File: src/pcr_pkg.sv
// Package for the particle contact resolver: shared types, pipeline sizes
// and the one-bit restoring division step. No dependencies.
`timescale 1ns / 1ps
package pcr_pkg;

  localparam int FRONT_STAGES = 6;
  localparam int DIV_STEPS    = 52;
  localparam int BACK_STAGES  = 3;
  localparam int PIPE_LAT     = FRONT_STAGES + DIV_STEPS + BACK_STAGES;

  localparam logic [16:0] E_ONE = 17'd65536;

  typedef logic [2:0][31:0] vec3_t;
  typedef logic [2:0][15:0] nrm3_t;

  // Item context that travels beside the divider lanes.
  typedef struct packed {
    vec3_t       v0;
    vec3_t       v1;
    nrm3_t       nrm;
    logic [31:0] total;
    logic [51:0] num;
    logic [30:0] pen;
    logic        vel_en;
    logic        pen_en;
  } ctx_t;

  // One lane of the restoring divider: partial remainder, dividend bits
  // still to be brought down, and quotient bits so far.
  typedef struct packed {
    logic [33:0] rem;
    logic [51:0] dvd;
    logic [51:0] quo;
  } div_lane_t;

  function automatic div_lane_t div_step(div_lane_t l, logic [31:0] d);
    div_lane_t   r;
    logic [33:0] t;
    t = {l.rem[32:0], l.dvd[51]};
    r.dvd = {l.dvd[50:0], 1'b0};
    if (t >= {2'b00, d}) begin
      r.rem = t - {2'b00, d};
      r.quo = {l.quo[50:0], 1'b1};
    end else begin
      r.rem = t;
      r.quo = {l.quo[50:0], 1'b0};
    end
    return r;
  endfunction

  function automatic logic [31:0] sat32(logic signed [39:0] x);
    logic [31:0] r;
    if (x > 40'sd2147483647) begin
      r = 32'h7FFF_FFFF;
    end else if (x < -40'sd2147483648) begin
      r = 32'h8000_0000;
    end else begin
      r = x[31:0];
    end
    return r;
  endfunction

endpackage

File: src/pcr_div_stage.sv
// One registered step of the two-lane restoring divider (impulse share and
// displacement share). Depends on pcr_pkg.
`timescale 1ns / 1ps
module pcr_div_stage (
  input  logic               clk,
  input  logic               rst_n,
  input  logic               valid_i,
  input  pcr_pkg::ctx_t      ctx_i,
  input  pcr_pkg::div_lane_t vel_i,
  input  pcr_pkg::div_lane_t pen_i,
  output logic               valid_o,
  output pcr_pkg::ctx_t      ctx_o,
  output pcr_pkg::div_lane_t vel_o,
  output pcr_pkg::div_lane_t pen_o
);
  import pcr_pkg::*;

  logic      valid_r;
  ctx_t      ctx_r;
  div_lane_t vel_r, pen_r;

  always_ff @(posedge clk) begin
    if (!rst_n) begin
      valid_r <= 1'b0;
    end else begin
      valid_r <= valid_i;
    end
    ctx_r <= ctx_i;
    vel_r <= div_step(vel_i, ctx_i.total);
    pen_r <= div_step(pen_i, ctx_i.total);
  end

  assign valid_o = valid_r;
  assign ctx_o   = ctx_r;
  assign vel_o   = vel_r;
  assign pen_o   = pen_r;

endmodule

File: config.mk
export PLATFORM = sky130hd
export DESIGN_NAME = pcr_div_stage
export DESIGN_NICKNAME = d
export VERILOG_FILES = /design/src/pcr_pkg.sv /design/src/pcr_div_stage.sv
export SDC_FILE = /design/constraint.sdc
export NUM_CORES = 1
export LEC_CHECK = 0
export ABC_AREA = 1
export BUFFER_PORTS_ARGS = -buffer_cell sky130_fd_sc_hd__buf_4
export CORE_AREA = 2 2 498 500
export CTS_BUF_LIST = sky130_fd_sc_hd__clkbuf_4
export DETAILED_ROUTE_END_ITERATION = 10
export DIE_AREA = 0 0 500 502
export PLACE_DENSITY = 0.33
export RECOVER_POWER = 50
export SYNTH_ARGS = -nofsm -noshare
export SYNTH_HDL_FRONTEND = slang
export SYNTH_SLANG_ARGS = --single-unit
File: constraint.sdc
create_clock -name clk -period 2.35 [get_ports clk]
set_input_delay 0.1175 -clock clk [delete_from_list [all_inputs] [get_ports clk]]
set_output_delay 0.1175 -clock clk [all_outputs]
set_load 0.005 [all_outputs]
==> results by group, run 1 <==
Yosys
  – Synth Area in Simple Gates: between 10% and 20%
  – Mean post-synth cell area: 9.59 sq um
  – Largest family of logic cells by synthesized area: simple AND/OR/NAND/NOR gates
  – Adder-cell area share of the yosys netlist: 4.44%
  – Synthesized cell area: 18900 sq um
  – Distinct cells, synth: 29
  – Syn. warnings: 0
  – Top cells by area, synth: dfxtp_1 67%, nand2_1 13%, inv_1 4.9%, ha_1 4.2%, nor2_1 2.3%
  – Leading area contributor after synthesis: dfxtp_1
  – Post-Synthesis Cells: between 1500 and 2000
  – Flop and latch count out of synthesis: about 630
  – Top-area cell type share of the netlist area: around 67%
  – Mux contribution to synthesized area: 0%
  – Register area share after synthesis: 66.8%
  – Area share of xor/xnor cells in the synthesized design: 1.39%
  – Compound-cell area share of the yosys netlist: 2.20%

Clock tree
  – CTS buffer count: about 200
  – Post-CTS sizing: 0
  – Hold-fix buffers, CTS: roughly 1400
  – Root buf cell: clkbuf_4
  – Setup repair bufs after CTS: 0
  – CTS H-tree depth: 4
  – # clock sinks: roughly 630
  – Max Root-Sink Buffers: 3

Placed design
  – Port Buf Inserts: 1263
  – Post-DP Area: 33800 sq um
  – DPL Wire Length: 157000 um
  – Routability-driven placement congestion ratio: 0.831
  – Pre-CTS setup slack: -0.239 ns

Floorplanning
  – Initial core utilization: 7.73%
  – Die X: approximately 500 um
  – Row Count: about 180
  – Die Y: 502 um
  – Top-Level Pins: 1270

Outcome
  – Outcome: stopped before the end
  – Last stage reached: clock tree synthesis (4_1_cts)
  – Error msg: [ERROR RSZ-0060] Max buffer count reached.
==> metrics by stage <==
stage | hold slack [ns] | cells
detailed placement | 0.223 | 6629
global placement | 0.222 | 6629
floorplan | 0.145 | 1977
==> Yosys cell counts <==
cell and count:
buf_4 5, a21o_1 1, nor2_2 12, nor3b_2 1
xnor2_1 4, nor2_4 4, nand3_1 59, nor4_1 4
a21oi_1 46, nor2_1 115, nand3b_1 2, o21bai_1 8
nor3_1 15, a21oi_2 5, buf_6 9, conb_1 1
o21ai_0 14, fa_1 2, inv_1 246, dfxtp_1 632
nand3_2 4, inv_2 6, nand2_1 661, ha_1 64
xor2_1 26, nand2_4 2, nand4_1 18, o21ai_1 1
nand2_2 9
==> cells by family after synthesis <==
| family | after synthesis |
|---|---|
| compound gates | 75 |
| xor+xnor | 30 |
| fa+ha+maj | 66 |
| buf+inv | 266 |
| flops | 632 |
| other cells | 1 |
| simple gates | 906 |
==> run 2: changes to the inputs <==
--- a/config.mk
+++ b/config.mk
@@ -7,11 +7,10 @@
 export LEC_CHECK = 0
 export ABC_AREA = 1
 export BUFFER_PORTS_ARGS = -buffer_cell sky130_fd_sc_hd__buf_4
-export CORE_AREA = 2 2 498 500
-export CTS_BUF_LIST = sky130_fd_sc_hd__clkbuf_4
+export CORE_AREA = 2 2 487 489
 export DETAILED_ROUTE_END_ITERATION = 10
-export DIE_AREA = 0 0 500 502
-export PLACE_DENSITY = 0.33
+export DIE_AREA = 0 0 489 491
+export PLACE_DENSITY_LB_ADDON = 0.15
 export RECOVER_POWER = 50
 export SYNTH_ARGS = -nofsm -noshare
 export SYNTH_HDL_FRONTEND = slang
==> run 2 against run 1 <==
  * The run now ends clean
  * Synthesized cell count did not move
  * Area after synthesis did not move
==> results by group, run 2 <==
Outcome
  – Outcome: completed

Min path
  – Worst min-delay path class: in2reg
  – Beginning of the worst hold path: vel_i[21]

Clock tree
  – CTS H-tree depth: 3 (-1)
  – Clock-pin slew on the worst setup and hold paths: 0.06 ns
  – CTS buffer count: 89 (-57%)
  – Root buf cell: clkbuf_16
  – CTS tree: built
  – Max Root-Sink Buffers: 3 (unchanged)
  – # clock sinks: 632 (unchanged)

Route
  – Met1 Wirelength: approximately 63000 um
  – Via count: 23000
  – Top Layer Used: met5
  – DR pass1 iterations: 5
  – Met3 wire len: roughly 14000 um
  – DRT antenna net count: 0
  – Via density: 2.96
  – Detail Route met2 WL: around 83000 um
  – DRT iter0 DRCs: 811
  – DRC violations left: 0
  – Routed WL: between 150000 and 200000 um
  – Wire per inst: 21.5 um

Worst setup path
  – Bufs and invs on worst path: 6
  – Crit path capture type: flip-flop
  – Required time of the critical path: about 3.0 ns
  – Largest stage delay on the critical path: 0.52 ns
  – Crit path from: ctx_i[95]
  – CP max FO: 4
  – Critical path's slowest cell: dlygate4sd3_1
  – CP delay by family, top: buffers and inverters
  – Critical path arrival: 2.87 ns
  – Crit-path cells: dlygate4sd3_1 -> buf_4 -> inv_1 -> buf_12 -> ha_1 -> nand2_1 -> nor2_4 -> inv_1 -> nor2_1 -> nand4_1 -> nand3_1 -> nor2_1 -> nand2_4 -> buf_4 -> nand2_1 -> nand2_1
  – Crit path launch type: input port
  – CP dominant cell by count: nand2_1
  – Crit Path Class: in2reg

Yosys
  – Mean post-synth cell area: 9.59 sq um (unchanged)
  – Number of flops mapped to enable cells by yosys: 0 (unchanged)
  – Compound-cell area share of the yosys netlist: 2.20% (unchanged)
  – Synth Area in Simple Gates: 19.5% (unchanged)
  – Top cells by area, synth: dfxtp_1 67%, nand2_1 13%, inv_1 4.9%, ha_1 4.2%, nor2_1 2.3%
  – Main synth FF type: dfxtp_1
  – Fraction of registers with async set/reset: 0% (unchanged)
  – Synthesized cell area: 18900 sq um (unchanged)
  – Synth top cells by count: 661 x nand2_1, 632 x dfxtp_1, 246 x inv_1
  – Area share of xor/xnor cells in the synthesized design: 1.39% (unchanged)
  – Top-area cell type share of the netlist area: 66.8% (unchanged)
  – Distinct cells, synth: 29 (unchanged)
  – Largest family of logic cells by synthesized area: simple AND/OR/NAND/NOR gates
  – Leading area contributor after synthesis: dfxtp_1
  – Flop and latch count out of synthesis: 632 (unchanged)
  – Register area share after synthesis: 66.8% (unchanged)
  – Mux contribution to synthesized area: 0% (unchanged)
  – Post-Synthesis Cells: 1976 (unchanged)
  – Cell with the most instances after synthesis: nand2_1
  – Syn. warnings: 0 (unchanged)
  – Adder-cell area share of the yosys netlist: 4.44% (unchanged)

Global routing
  – All-Layer GR Usage: 13.5%
  – Antenna violations before repair: 84
  – Largest net degree at the start of global routing: 34
  – First-pass GRT wire length: roughly 220000 um
  – GRT Residual Overflow: 0
  – Vias in the first global route: between 20000 and 25000

Placed design
  – DPL Wire Length: 142000 um (-9.1%)
  – Routability-driven placement congestion ratio: 0.896 (+7.9%)
  – Port Buf Inserts: 1263 (unchanged)
  – Post-DP Area: 33900 sq um (+0.30%)

Timing
  – Hold_ws: about 0.10 ns
  – Tmin final: 2.25 ns
  – Unrepaired setup endpoints after global routing: true
  – Slew Limit Fails: 0
  – Final setup TNS: 0 ns
  – Final Hold Fails: 0
  – Setup violations, final: 0
  – Ratio of final minimum period to clock period: 95.5%
  – Max Fclk: 0.445 GHz

Layout
  – Fillers: 26100
  – Share of cells above drive strength 1: 35.0%
  – Commonest non-fill, non-tap cell in the layout: dlygate4sd3_1
  – Finished Cell Area: 47000 sq um
  – Nets: between 5000 and 6000
  – Register area: 12700 sq um
  – Number of flip-flops under the largest register name: 357
  – Footprint of the multi-input gates: 5240 sq um
  – Area growth syn-to-layout: 148%
  – Most frequent cells in the layout: 1007 x dlygate4sd3_1, 839 x buf_4, 661 x nand2_1
  – Final core occ: 20.0%

Power and ir drop
  – Switching Fraction: 28.2%
  – Clk pwr share: 44.1%
  – Worst VDD drop: 0.000532 V
  – Pint: 23.3 mW
  – PwrDens: a little under 700 nW/um^2
  – Sw power: 9.12 mW
  – Total power: approximately 32 mW
  – Register share of total power: 36.3%
  – P_leak: 22.0 nW
  – Comb pwr share: 19.6%

Floorplanning
  – Die X: 489 um (-2.2%)
  – Top-Level Pins: 1270 (unchanged)
  – Row Count: 178 (-2.2%)
  – Initial core utilization: 8.08% (+0.35 points)
  – Placeable Area: 235000 sq um
  – Die Y: 491 um (-2.2%)
  – Die area: 240000 sq um

Job
  – Maxcap violations: 0
## run 2: cell counts after synthesis
Identical to the previous run, type by type.
## run 2: cells by family after synthesis
logic type      Yosys count
compound gates           75
xor+xnor                 30
fa+ha+maj                66
buf+inv                 266
flops                   632
other cells               1
simple gates            906
## run 2: path summary, 6_finish.rpt
path | cells after the start | to
min | 2 | vel_o[22]
max | 16 | pen_o[121]
## run 2: stage by stage
stage               setup slack, ns  instances
global route                -0.0327       7763
global placement             -0.230       6576
CTS                          0.0137       7743
finish                        0.105       7776
detailed placement           -0.275       6576
floorplan                     0.599       1977
## run 2: metal layers
layer  global-route usage, %  vias to the layer above
li1                        -                    11200
met1                    14.8                    10600
met2                    24.1                      895
met3                    4.67                      247
met4                    4.73                       22
met5                       0                        -
## run 2: cell type report
cell class / instances / area share [%]
repair buffers: 2471 / 44.9
diodes: 31 / 0.165
clock inverters: 42 / 1.20
clock buffers: 118 / 5.27
inverters: 252 / 2.01
multi-input cells: 1080 / 11.2
flip-flops and latches: 632 / 26.9
well taps: 3150 / 8.39
## run 2: repair_timing
item | CTS | global route
setup endpoints to repair | 0 | 66
gates resized for setup | 0 | 6
hold buffers | 1007 | 0
buffers inserted | 0 | 1
hold endpoints to repair | 630 | 0
## run 2: power by group through the flow
stage          logic (mW)  clock network (mW)  registers [mW]
2_1_floorplan        1.26                   0            12.0
3_3_place_gp         5.20                   0            12.0
3_5_place_dp         5.15                   0            12.0
4_1_cts              6.70                15.0            11.8
5_1_grt              6.94                15.4            11.8
6_report             6.35                14.3            11.8
Note: power is estimated with default switching activity, not from simulation.
